===== config.mk =====
export PLATFORM = sky130hd
export DESIGN_NAME = lcd_window_fill_and_glyph_blit
export DESIGN_NICKNAME = d
export VERILOG_FILES = /design/src/rtl/core/lcdwf_pkg.sv /design/src/rtl/core/lcdwf_front.sv /design/src/rtl/core/lcdwf_queue.sv /design/src/rtl/core/lcdwf_back.sv /design/src/rtl/core/lcd_window_fill_and_glyph_blit.sv
export SDC_FILE = /design/constraint.sdc
export NUM_CORES = 1
export LEC_CHECK = 0
export ABC_AREA = 1
export BUFFER_PORTS_ARGS = -buffer_cell sky130_fd_sc_hd__buf_4
export CAP_MARGIN = 5
export CORE_AREA = 2 2 290 292
export DETAILED_ROUTE_END_ITERATION = 10
export DIE_AREA = 0 0 292 294
export PLACE_DENSITY = 0.6
export SYNTH_ARGS = -nofsm -noshare
export SYNTH_HDL_FRONTEND = slang
export SYNTH_SLANG_ARGS = --single-unit
export TNS_END_PERCENT = 20

===== constraint.sdc =====
create_clock -name i_clk -period 8 [get_ports i_clk]
set_clock_uncertainty 0.05 [all_clocks]
set_input_delay 0 -clock i_clk [delete_from_list [all_inputs] [get_ports i_clk]]
set_output_delay 0 -clock i_clk [all_outputs]
set_load 0.005 [all_outputs]

===== src/rtl/core/lcdwf_pkg.sv =====
// shared types, constants and codes of the window fill and glyph blit engine
// used by every module under rtl/core
package lcdwf_pkg;

    localparam int SCREEN_WIDTH  = 240;
    localparam int SCREEN_HEIGHT = 320;
    localparam int MAX_GLYPH     = 72;

    localparam int SCREEN_MAX = (SCREEN_WIDTH > SCREEN_HEIGHT) ? SCREEN_WIDTH : SCREEN_HEIGHT;
    localparam int DIM_W      = $clog2(SCREEN_MAX + 1);
    localparam int GLYPH_W    = 7;
    localparam int REPEAT_W   = 21;
    localparam int COORD_W    = 16;
    localparam int COLOR_W    = 16;
    localparam int NPIX_W     = 4;
    localparam int BEAT_W     = 4;

    localparam int QUEUE_DEPTH = 4;
    localparam int QP_W        = $clog2(QUEUE_DEPTH);
    localparam int QC_W        = $clog2(QUEUE_DEPTH + 1);

    localparam int IN_DATA_W  = 120;
    localparam int IN_USER_W  = 2;
    localparam int OUT_DATA_W = 40;
    localparam int OUT_USER_W = 2;

    localparam logic [7:0] CMD_COLUMN_SET   = 8'h2A;
    localparam logic [7:0] CMD_ROW_SET      = 8'h2B;
    localparam logic [7:0] CMD_MEMORY_WRITE = 8'h2C;

    typedef enum logic [1:0] {
        OP_FILL        = 2'd0,
        OP_GLYPH_START = 2'd1,
        OP_GLYPH_BYTE  = 2'd2
    } t_op;

    typedef enum logic [1:0] {
        JOB_FILL   = 2'd0,
        JOB_GLYPH  = 2'd1,
        JOB_PIXELS = 2'd2
    } t_job_kind;

    // transfer slots of a window sequence
    localparam logic [BEAT_W-1:0] BEAT_COL_CMD  = 4'd0;
    localparam logic [BEAT_W-1:0] BEAT_X1_HI    = 4'd1;
    localparam logic [BEAT_W-1:0] BEAT_X1_LO    = 4'd2;
    localparam logic [BEAT_W-1:0] BEAT_X2_HI    = 4'd3;
    localparam logic [BEAT_W-1:0] BEAT_X2_LO    = 4'd4;
    localparam logic [BEAT_W-1:0] BEAT_ROW_CMD  = 4'd5;
    localparam logic [BEAT_W-1:0] BEAT_Y1_HI    = 4'd6;
    localparam logic [BEAT_W-1:0] BEAT_Y1_LO    = 4'd7;
    localparam logic [BEAT_W-1:0] BEAT_Y2_HI    = 4'd8;
    localparam logic [BEAT_W-1:0] BEAT_Y2_LO    = 4'd9;
    localparam logic [BEAT_W-1:0] BEAT_MEM_CMD  = 4'd10;
    localparam logic [BEAT_W-1:0] BEAT_FILL_WRD = 4'd11;

    typedef struct packed {
        logic [COORD_W-1:0] x_first;
        logic [COORD_W-1:0] y_first;
        logic [COORD_W-1:0] x_last;
        logic [COORD_W-1:0] y_last;
        logic [GLYPH_W-1:0] glyph_width;
        logic [GLYPH_W-1:0] glyph_height;
        logic [COLOR_W-1:0] color;
        logic [COLOR_W-1:0] back_color;
        logic [7:0]         bitmap_byte;
    } t_req;

    typedef struct packed {
        t_job_kind          kind;
        logic [COORD_W-1:0] x1;
        logic [COORD_W-1:0] y1;
        logic [COORD_W-1:0] x2;
        logic [COORD_W-1:0] y2;
        logic [DIM_W-1:0]   dx;
        logic [DIM_W-1:0]   dy;
        logic [COLOR_W-1:0] fg;
        logic [COLOR_W-1:0] bg;
        logic [7:0]         bits;
        logic [NPIX_W-1:0]  npix;
        logic               done;
    } t_job;

    typedef struct packed {
        logic                is_data;
        logic                wide_word;
        logic [COLOR_W-1:0]  value;
        logic [REPEAT_W-1:0] repeat_res;
        logic                window_done;
        logic                last;
    } t_xfer;

endpackage


===== src/rtl/core/lcdwf_front.sv =====
// front end: takes draw requests, checks bounds, tracks glyph progress
// and hands jobs to the queue; depends on lcdwf_pkg
module lcdwf_front (
    input  logic                   i_clk,
    input  logic                   i_rst_n,
    input  logic                   i_valid,
    input  logic [1:0]             i_op,
    input  lcdwf_pkg::t_req        i_req,
    input  logic                   i_q_full,
    output logic                   o_ready,
    output logic                   o_push,
    output lcdwf_pkg::t_job        o_job
);
    import lcdwf_pkg::*;

    logic               r_active;
    logic [GLYPH_W-1:0] r_width;
    logic [GLYPH_W-1:0] r_height;
    logic [COLOR_W-1:0] r_fg;
    logic [COLOR_W-1:0] r_bg;
    logic [GLYPH_W-1:0] r_col;
    logic [GLYPH_W-1:0] r_row;

    logic               w_acc;
    logic               w_fill_ok;
    logic               w_glyph_ok;
    logic [COORD_W:0]   w_xe;
    logic [COORD_W:0]   w_ye;
    logic [GLYPH_W-1:0] w_rem;
    logic               w_row_end;
    logic               w_glyph_end;
    logic [GLYPH_W-1:0] n_col;
    logic [GLYPH_W-1:0] n_row;

    assign o_ready = !i_q_full;
    assign w_acc   = i_valid && o_ready;

    assign w_fill_ok = (i_req.x_first < COORD_W'(SCREEN_WIDTH))
                    && (i_req.x_last < COORD_W'(SCREEN_WIDTH))
                    && (i_req.y_first < COORD_W'(SCREEN_HEIGHT))
                    && (i_req.y_last < COORD_W'(SCREEN_HEIGHT))
                    && (i_req.x_first <= i_req.x_last)
                    && (i_req.y_first <= i_req.y_last);

    assign w_xe = {1'b0, i_req.x_first} + (COORD_W+1)'(i_req.glyph_width) - 17'd1;
    assign w_ye = {1'b0, i_req.y_first} + (COORD_W+1)'(i_req.glyph_height) - 17'd1;

    assign w_glyph_ok = (i_req.glyph_width != '0) && (i_req.glyph_height != '0)
                     && (i_req.glyph_width <= GLYPH_W'(MAX_GLYPH))
                     && (i_req.glyph_height <= GLYPH_W'(MAX_GLYPH))
                     && (w_xe < (COORD_W+1)'(SCREEN_WIDTH))
                     && (w_ye < (COORD_W+1)'(SCREEN_HEIGHT));

    // pixels left in the current glyph row
    assign w_rem       = r_width - r_col;
    assign w_row_end   = (w_rem <= GLYPH_W'(8));
    assign w_glyph_end = w_row_end && ({1'b0, r_row} + 8'd1 >= {1'b0, r_height});
    assign n_col       = w_row_end ? '0 : r_col + GLYPH_W'(8);
    assign n_row       = w_glyph_end ? '0 : (w_row_end ? r_row + GLYPH_W'(1) : r_row);

    always_comb begin
        o_push      = 1'b0;
        o_job       = '0;
        o_job.kind  = JOB_FILL;
        o_job.x1    = i_req.x_first;
        o_job.y1    = i_req.y_first;
        o_job.x2    = i_req.x_last;
        o_job.y2    = i_req.y_last;
        o_job.dx    = DIM_W'(i_req.x_last - i_req.x_first + 16'd1);
        o_job.dy    = DIM_W'(i_req.y_last - i_req.y_first + 16'd1);
        o_job.fg    = i_req.color;
        o_job.bg    = r_bg;
        o_job.bits  = i_req.bitmap_byte;
        o_job.npix  = w_row_end ? NPIX_W'(w_rem) : NPIX_W'(8);
        o_job.done  = w_glyph_end;
        case (i_op)
            OP_FILL: begin
                o_push = w_acc && w_fill_ok;
            end
            OP_GLYPH_START: begin
                o_job.kind = JOB_GLYPH;
                o_job.x2   = w_xe[COORD_W-1:0];
                o_job.y2   = w_ye[COORD_W-1:0];
                o_push     = w_acc && w_glyph_ok;
            end
            OP_GLYPH_BYTE: begin
                o_job.kind = JOB_PIXELS;
                o_job.fg   = r_fg;
                o_push     = w_acc && r_active;
            end
            default: begin
                o_push = 1'b0;
            end
        endcase
    end

    always_ff @(posedge i_clk) begin
        if (!i_rst_n) begin
            r_active <= 1'b0;
            r_width  <= '0;
            r_height <= '0;
            r_fg     <= '0;
            r_bg     <= '0;
            r_col    <= '0;
            r_row    <= '0;
        end else if (w_acc) begin
            case (i_op)
                OP_FILL: begin
                    if (w_fill_ok) begin
                        r_active <= 1'b0;
                    end
                end
                OP_GLYPH_START: begin
                    r_active <= w_glyph_ok;
                    if (w_glyph_ok) begin
                        r_width  <= i_req.glyph_width;
                        r_height <= i_req.glyph_height;
                        r_fg     <= i_req.color;
                        r_bg     <= i_req.back_color;
                        r_col    <= '0;
                        r_row    <= '0;
                    end
                end
                OP_GLYPH_BYTE: begin
                    if (r_active) begin
                        r_col <= n_col;
                        r_row <= n_row;
                        if (w_glyph_end) begin
                            r_active <= 1'b0;
                        end
                    end
                end
                default: begin
                    r_active <= r_active;
                end
            endcase
        end
    end

    a_glyph_pos: assert property (@(posedge i_clk) disable iff (!i_rst_n)
        r_active |-> (r_col < r_width) && (r_row < r_height))
        else $error("glyph position outside stored geometry");

endmodule


===== src/rtl/core/lcdwf_queue.sv =====
// short job queue between front end and transfer sequencer
// depends on lcdwf_pkg
module lcdwf_queue (
    input  logic              i_clk,
    input  logic              i_rst_n,
    input  logic              i_push,
    input  lcdwf_pkg::t_job   i_job,
    output logic              o_full,
    input  logic              i_pop,
    output logic              o_valid,
    output lcdwf_pkg::t_job   o_job
);
    import lcdwf_pkg::*;

    t_job            r_mem [QUEUE_DEPTH];
    logic [QP_W-1:0] r_wr_ptr;
    logic [QP_W-1:0] r_rd_ptr;
    logic [QC_W-1:0] r_count;

    logic w_push;
    logic w_pop;

    assign o_full  = (r_count == QC_W'(QUEUE_DEPTH));
    assign o_valid = (r_count != '0);
    assign o_job   = r_mem[r_rd_ptr];
    assign w_push  = i_push && !o_full;
    assign w_pop   = i_pop && o_valid;

    always_ff @(posedge i_clk) begin
        if (w_push) begin
            r_mem[r_wr_ptr] <= i_job;
        end
    end

    always_ff @(posedge i_clk) begin
        if (!i_rst_n) begin
            r_wr_ptr <= '0;
            r_rd_ptr <= '0;
            r_count  <= '0;
        end else begin
            if (w_push) begin
                r_wr_ptr <= r_wr_ptr + QP_W'(1);
            end
            if (w_pop) begin
                r_rd_ptr <= r_rd_ptr + QP_W'(1);
            end
            case ({w_push, w_pop})
                2'b10:   r_count <= r_count + QC_W'(1);
                2'b01:   r_count <= r_count - QC_W'(1);
                default: r_count <= r_count;
            endcase
        end
    end

    a_no_overflow: assert property (@(posedge i_clk) disable iff (!i_rst_n)
        i_push |-> !o_full)
        else $error("job pushed into full queue");

endmodule


===== src/rtl/core/lcdwf_back.sv =====
// transfer sequencer: expands one job into link words and holds the
// output register; depends on lcdwf_pkg
module lcdwf_back (
    input  logic              i_clk,
    input  logic              i_rst_n,
    input  logic              i_q_valid,
    input  lcdwf_pkg::t_job   i_q_job,
    output logic              o_q_pop,
    output logic              o_valid,
    input  logic              i_ready,
    output lcdwf_pkg::t_xfer  o_xfer
);
    import lcdwf_pkg::*;

    logic                  r_busy;
    t_job                  r_job;
    logic [BEAT_W-1:0]     r_beat;
    logic [REPEAT_W-1:0]   r_area;
    logic                  r_out_valid;
    t_xfer                 r_xfer;

    logic [2*DIM_W-1:0]    w_prod;
    logic [BEAT_W-1:0]     w_fin_beat;
    logic                  w_go;
    logic                  w_emit;
    logic                  w_fin;
    logic                  w_load;
    t_xfer                 n_xfer;

    assign w_prod = r_job.dx * r_job.dy;

    always_comb begin
        case (r_job.kind)
            JOB_FILL:   w_fin_beat = BEAT_FILL_WRD;
            JOB_GLYPH:  w_fin_beat = BEAT_MEM_CMD;
            JOB_PIXELS: w_fin_beat = BEAT_W'(r_job.npix - NPIX_W'(1));
            default:    w_fin_beat = BEAT_MEM_CMD;
        endcase
    end

    assign w_go    = !r_out_valid || i_ready;
    assign w_emit  = r_busy && w_go;
    assign w_fin   = w_emit && (r_beat == w_fin_beat);
    assign w_load  = i_q_valid && (!r_busy || w_fin);
    assign o_q_pop = w_load;

    always_comb begin
        n_xfer             = '0;
        n_xfer.is_data     = 1'b1;
        n_xfer.repeat_res  = REPEAT_W'(1);
        n_xfer.last        = (r_beat == w_fin_beat);
        if (r_job.kind == JOB_PIXELS) begin
            n_xfer.wide_word   = 1'b1;
            n_xfer.value       = r_job.bits[3'd7 - r_beat[2:0]] ? r_job.fg : r_job.bg;
            n_xfer.window_done = r_job.done && (r_beat == w_fin_beat);
        end else begin
            case (r_beat)
                BEAT_COL_CMD: begin
                    n_xfer.is_data = 1'b0;
                    n_xfer.value   = {8'h00, CMD_COLUMN_SET};
                end
                BEAT_X1_HI: n_xfer.value = {8'h00, r_job.x1[15:8]};
                BEAT_X1_LO: n_xfer.value = {8'h00, r_job.x1[7:0]};
                BEAT_X2_HI: n_xfer.value = {8'h00, r_job.x2[15:8]};
                BEAT_X2_LO: n_xfer.value = {8'h00, r_job.x2[7:0]};
                BEAT_ROW_CMD: begin
                    n_xfer.is_data = 1'b0;
                    n_xfer.value   = {8'h00, CMD_ROW_SET};
                end
                BEAT_Y1_HI: n_xfer.value = {8'h00, r_job.y1[15:8]};
                BEAT_Y1_LO: n_xfer.value = {8'h00, r_job.y1[7:0]};
                BEAT_Y2_HI: n_xfer.value = {8'h00, r_job.y2[15:8]};
                BEAT_Y2_LO: n_xfer.value = {8'h00, r_job.y2[7:0]};
                BEAT_MEM_CMD: begin
                    n_xfer.is_data = 1'b0;
                    n_xfer.value   = {8'h00, CMD_MEMORY_WRITE};
                end
                BEAT_FILL_WRD: begin
                    n_xfer.wide_word   = 1'b1;
                    n_xfer.value       = r_job.fg;
                    n_xfer.repeat_res  = r_area;
                    n_xfer.window_done = 1'b1;
                end
                default: n_xfer.value = '0;
            endcase
        end
    end

    // area settles long before the colour word slot
    always_ff @(posedge i_clk) begin
        r_area <= REPEAT_W'(w_prod);
        if (w_load) begin
            r_job <= i_q_job;
        end
        if (w_emit) begin
            r_xfer <= n_xfer;
        end
    end

    always_ff @(posedge i_clk) begin
        if (!i_rst_n) begin
            r_busy      <= 1'b0;
            r_beat      <= '0;
            r_out_valid <= 1'b0;
        end else begin
            if (w_go) begin
                r_out_valid <= r_busy;
            end
            if (w_load) begin
                r_busy <= 1'b1;
                r_beat <= '0;
            end else if (w_fin) begin
                r_busy <= 1'b0;
            end else if (w_emit) begin
                r_beat <= r_beat + BEAT_W'(1);
            end
        end
    end

    assign o_valid = r_out_valid;
    assign o_xfer  = r_xfer;

    a_beat_range: assert property (@(posedge i_clk) disable iff (!i_rst_n)
        r_busy |-> (r_beat <= w_fin_beat))
        else $error("sequencer ran past final slot");

    a_npix_range: assert property (@(posedge i_clk) disable iff (!i_rst_n)
        (r_busy && (r_job.kind == JOB_PIXELS)) |->
            (r_job.npix != '0) && (r_job.npix <= NPIX_W'(8)))
        else $error("pixel job with bad pixel count");

    a_load_on_free: assert property (@(posedge i_clk) disable iff (!i_rst_n)
        (r_busy && !w_fin) |-> !o_q_pop)
        else $error("job taken while sequencer busy");

endmodule


===== src/rtl/core/lcd_window_fill_and_glyph_blit.sv =====
// Window fill and monochrome glyph blit engine. A draw request is taken and,
// if accepted, queued (four jobs deep) for the transfer sequencer, which
// sends one link word per cycle while the output is taken: a fill gives 12
// words, a glyph start 11, a bitmap byte 1 to 8 (the pixels left in its row).
// Rejected requests, idle bitmap bytes and unused ops are taken and give no
// word. Sustained rate is set by the sequencer's one word per cycle.
// top level: unpacks the stream words and joins front end, queue and sequencer
// depends on lcdwf_pkg, lcdwf_front, lcdwf_queue, lcdwf_back
module lcd_window_fill_and_glyph_blit (
    input  logic                              i_clk,
    input  logic                              i_rst_n,
    input  logic                              s_axis_tvalid,
    output logic                              s_axis_tready,
    // x_first, y_first, x_last, y_last, glyph_width, glyph_height, color,
    // back_color, bitmap_byte, zero pad
    input  logic [lcdwf_pkg::IN_DATA_W-1:0]   s_axis_tdata,
    // op
    input  logic [lcdwf_pkg::IN_USER_W-1:0]   s_axis_tuser,
    output logic                              m_axis_tvalid,
    input  logic                              m_axis_tready,
    // value, repeat_res, window_done, zero pad
    output logic [lcdwf_pkg::OUT_DATA_W-1:0]  m_axis_tdata,
    // is_data, wide_word
    output logic [lcdwf_pkg::OUT_USER_W-1:0]  m_axis_tuser,
    output logic                              m_axis_tlast
);
    import lcdwf_pkg::*;

    t_req   w_req;
    t_job   w_push_job;
    t_job   w_head_job;
    t_xfer  w_xfer;
    logic   w_push;
    logic   w_full;
    logic   w_head_valid;
    logic   w_pop;

    assign w_req.x_first      = s_axis_tdata[15:0];
    assign w_req.y_first      = s_axis_tdata[31:16];
    assign w_req.x_last       = s_axis_tdata[47:32];
    assign w_req.y_last       = s_axis_tdata[63:48];
    assign w_req.glyph_width  = s_axis_tdata[70:64];
    assign w_req.glyph_height = s_axis_tdata[77:71];
    assign w_req.color        = s_axis_tdata[93:78];
    assign w_req.back_color   = s_axis_tdata[109:94];
    assign w_req.bitmap_byte  = s_axis_tdata[117:110];

    lcdwf_front u_front (
        .i_clk    (i_clk),
        .i_rst_n  (i_rst_n),
        .i_valid  (s_axis_tvalid),
        .i_op     (s_axis_tuser),
        .i_req    (w_req),
        .i_q_full (w_full),
        .o_ready  (s_axis_tready),
        .o_push   (w_push),
        .o_job    (w_push_job)
    );

    lcdwf_queue u_queue (
        .i_clk   (i_clk),
        .i_rst_n (i_rst_n),
        .i_push  (w_push),
        .i_job   (w_push_job),
        .o_full  (w_full),
        .i_pop   (w_pop),
        .o_valid (w_head_valid),
        .o_job   (w_head_job)
    );

    lcdwf_back u_back (
        .i_clk     (i_clk),
        .i_rst_n   (i_rst_n),
        .i_q_valid (w_head_valid),
        .i_q_job   (w_head_job),
        .o_q_pop   (w_pop),
        .o_valid   (m_axis_tvalid),
        .i_ready   (m_axis_tready),
        .o_xfer    (w_xfer)
    );

    assign m_axis_tdata = {2'b00, w_xfer.window_done, w_xfer.repeat_res, w_xfer.value};
    assign m_axis_tuser = {w_xfer.wide_word, w_xfer.is_data};
    assign m_axis_tlast = w_xfer.last;

endmodule

==> results list <==
- In the layout the commonest cells are 683 x edfxtp_1, 536 x nand2_1, 462 x nor2_1.
- Total power for the finished layout comes to around 17 mW.
* Final setup fails: 0
- Critical path data arrival time: 5.24 ns
- CTS buffer count: just over 80
* Min-Delay Path Class: input pin to flop
* DRT Pass-1 Iters: 6
* Final design utilization: between 50 and 60%
- After detailed routing, the average wire length per cell comes to between 15 and 20 µm.
- The slowest stage of the critical path is the buf_4 cell.
- The count of endpoints failing hold in the final timing report came to 0.
* Ports placed on the boundary: between 150 and 200
- For this run, the slowest stage of the critical path takes about 0.69 ns.
- By startpoint and endpoint, the worst setup path is classified as input pin to flop.
- Antenna violations before repair: 1
- Summed over all layers, the global routing overflow is 0.
* Initial core utilization: roughly 45%
- In the global route stage, overall resource usage came out at approximately 22%.
- After detailed routing, the total wire length is between 90,000 and 100,000 µm.
* Clk pin slew, worst setup/hold paths: approximately 0.060 ns
- Final critical-path share of the clock period: approximately 63%
- Detailed placement finished with a half-perimeter wire length of approximately 59,000 µm.
- Fin. max-slew vios: 0
- The worst path in the final design needs a cycle of between 5 and 6 ns, including I/O delays and setup.
* Result of the run: complete, no violations
- Highest-utilization routing layer at the global route stage: met2
- Post-place instance area: between 30,000 and 40,000 µm²
- The first global-routing pass estimated about 140,000 µm of wire.
- Of all flip-flops after synthesis, the portion carrying an async set or reset was 0%.
- The count of nets left with antenna violations once routing finished came out at 0.
- Cell seen most often among critical-path stages: nand2_1
* Count of synthesis-stage warnings from yosys: 0
- Via count of the first global-routing pass: between 20,000 and 25,000
- Number of input and output port buffers inserted: about 160
* Instance count of the mapped netlist: ~3,500
- Count of distinct cell types in the synthesized netlist: 53
* Actual transition at the worst max-transition pin: 1.07 ns
* Relative slew margins: 27.6%
- In this run, post-CTS repair resized a total of 0 instances.
- In this run the clock root is driven by a clkbuf_16.
- Power spread over the standard cell area amounts to between 300 and 400 nW/µm².
* Max Fclk: slightly below 0.2 GHz
- Floorplan row count: 106
* Number of remaining DRC errors: 0
- TritonCTS clock tree: yes
- Syn avg cell area: approximately 11 µm²
- Kind of start point of the critical path: input pin
- Cell type with the largest total area after synthesis: edfxtp_1
- Summed over all cells, the static leakage comes to roughly 18 nW.
- Number of flip-flops and latches in the synthesized netlist: around 770
- Placeable Area: roughly 83,000 µm²
* Nets@finish: approximately 4,200
- Relative to the synthesized area, the layout overhead comes to 17.8%.
- By area the synthesized netlist is led by edfxtp_1 55%, ha_1 6.2%, nand2_1 5.4%.
- Global routing used about 36% of the available met2 tracks.
- Required time reported for the critical path endpoint: between 8 and 9 ns
- Clock H-tree levels: 3
- Summed over its instances, the top area cell type makes up 55.4% of the synthesized netlist area.
- Width of the die: a little under 300 µm
* Share of final-layout standard cells stronger than drive strength 1: under 10%
* Iteration-0 DRC count of the detailed router: between 1,500 and 2,000
- For met3 alone, demand over resource in global routing was 2.73%.
* Most frequent standard cell in the layout excluding fill and tap cells: edfxtp_1
- Number of max-capacitance violations reported: 0
* CP delay by family, top: buffers and inverters
* Cell area after technology mapping: between 30,000 and 40,000 µm²
* Number of flops mapped to enable cells by yosys: 683
- The worst setup path is captured at a flop.
- DR vias: about 25,000
- Highest net fanout along the worst path: 50
- In the synthesized netlist the dominant register cell turns out to be edfxtp_1.
* Die Outline Area: between 80,000 and 90,000 µm²
- Routability-driven placement finished with a final weighted congestion of between 0.9 and 1.
- No sink is reached through more buffers than the 3 on the longest clock path.
* Seq/Total Area, Yosys: 60.2%
* Design Area, Final: 43,600 µm²
- Setup repair after global routing left no endpoint under its margin.
- Using the TritonRoute via totals, the vias-per-cell ratio works out to around 5.2.
- Largest net degree at the start of global routing: 190
* Combined buffer and inverter count along the critical path: 8
- Clock latency on the worst-skew pair, taken at its later pin, is 0.65 ns.
* Die outline height: ~290 µm
- Number of clock sinks: just under 800
- Across the VDD grid, the largest voltage drop is ~550 µV.
- Met1 routing resource usage after global routing: 28.8%
cells in the mapped netlist (15+ instances only):
cell      count
fa_1         55
nand2_1     536
edfxtp_1    683
nor3b_1      27
nand4_1      27
dfxtp_1      89
o21ai_0     356
o22ai_1     135
nor3b_2      20
nand3_1     111
nor2_1      467
a21oi_1      90
ha_1        185
a221oi_1     15
inv_1       435
clkbuf_1    121
xor2_1       30
kinds of logic (layout without fill, tap and decap cells):
group,Yosys count,count (layout),synth area share (%)
AOI/OAI and AO/OA,627,627,9.34
xor gates and xnor gates,40,40,0.946
adders and majority gates,240,240,9.22
buffers and inverters,591,936,6.21
DFF,772,772,60.2
other,2,8,0.0203
and+or+nand+nor,1229,1229,14.1
worst register-to-register path, stage by stage (launching register included):
cell	delay [ns]
edfxtp_1	0.56
nand2_1	0.13
fa_1	0.49
fa_1	0.55
fa_1	0.45
fa_1	0.54
inv_1	0.04
ha_1	0.33
nand2_1	0.06
o21ai_0	0.34
a21oi_1	0.17
o21ai_0	0.28
a21oi_1	0.11
nor2_1	0.09
nor2_1	0.05
xor2_1	0.13
cell type report:
| cell class | count | area [µm²] |
|---|---|---|
| fillers | 7260 | 39300 |
| flip-flops and latches | 772 | 22300 |
| multi-input cells | 2143 | 12500 |
| repair buffers | 341 | 3030 |
| clock buffers | 110 | 2280 |
| inverters | 444 | 1680 |
| well taps | 1080 | 1350 |
| clock inverters | 41 | 460 |
| diodes | 1 | 2.50 |
final timing paths:
kind / startpoint / end / slack (ns) / cells past startpoint
worst max-delay path: s_axis_tdata[17] / u_queue.r_mem[1][56]$_DFFE_PP_ / 2.96 / 25
worst max register to register: u_back.r_job[60]$_DFFE_PP_ / u_back.r_area[16]$_DFF_P_ / 3.51 / 15
worst min register to register: u_back.r_area[0]$_DFF_P_ / u_back.o_xfer[2]$_SDFFCE_PP1P_ / 0.44 / 1
worst min-delay path: s_axis_tdata[56] / u_queue.r_mem[0][71]$_DFFE_PP_ / 0.04 / 3
through the flow:
step / setup TNS, ns / setup slack, ns / instances / hold WS, ns
floorplan: -181.23 / -0.351 / 3506 / 0.0489
global placement: 0 / 2.94 / 4623 / 0.155
detailed placement: 0 / 2.88 / 4623 / 0.158
CTS: 0 / 2.94 / 4931 / 0.00530
global route: 0 / 2.63 / 4931 / 0.0372
finish: 0 / 2.96 / 4932 / 0.0372
per-layer routing:
metal	up-vias	share of wire (%)
met2	626	48
met5	-	0
li1	12500	-
met4	0	3.6
met3	153	4.7
met1	12200	44
power breakdown:
part | switching [mW] | internal [mW]
registers | 0.370 | 5.35
clock network | 1.59 | 2.24
logic | 4.50 | 2.77
what timing repair did:
action,4_1_cts,5_1_grt
endpoints found under the hold margin,391,0
buffers inserted,0,0
hold buffers,157,0
flip-flops by register name, summed over array words and instances (netlist names), 7 cells and up:
signal            flops
u_back.r_area        18
u_front.r_bg         16
u_back.r_job        129
u_queue.r_mem       516
u_back.o_xfer        38
u_front.r_height      7
u_front.r_fg         16
u_front.r_width       7
u_front.r_row         7
No activity file was read; power rests on OpenSTA's default activity.
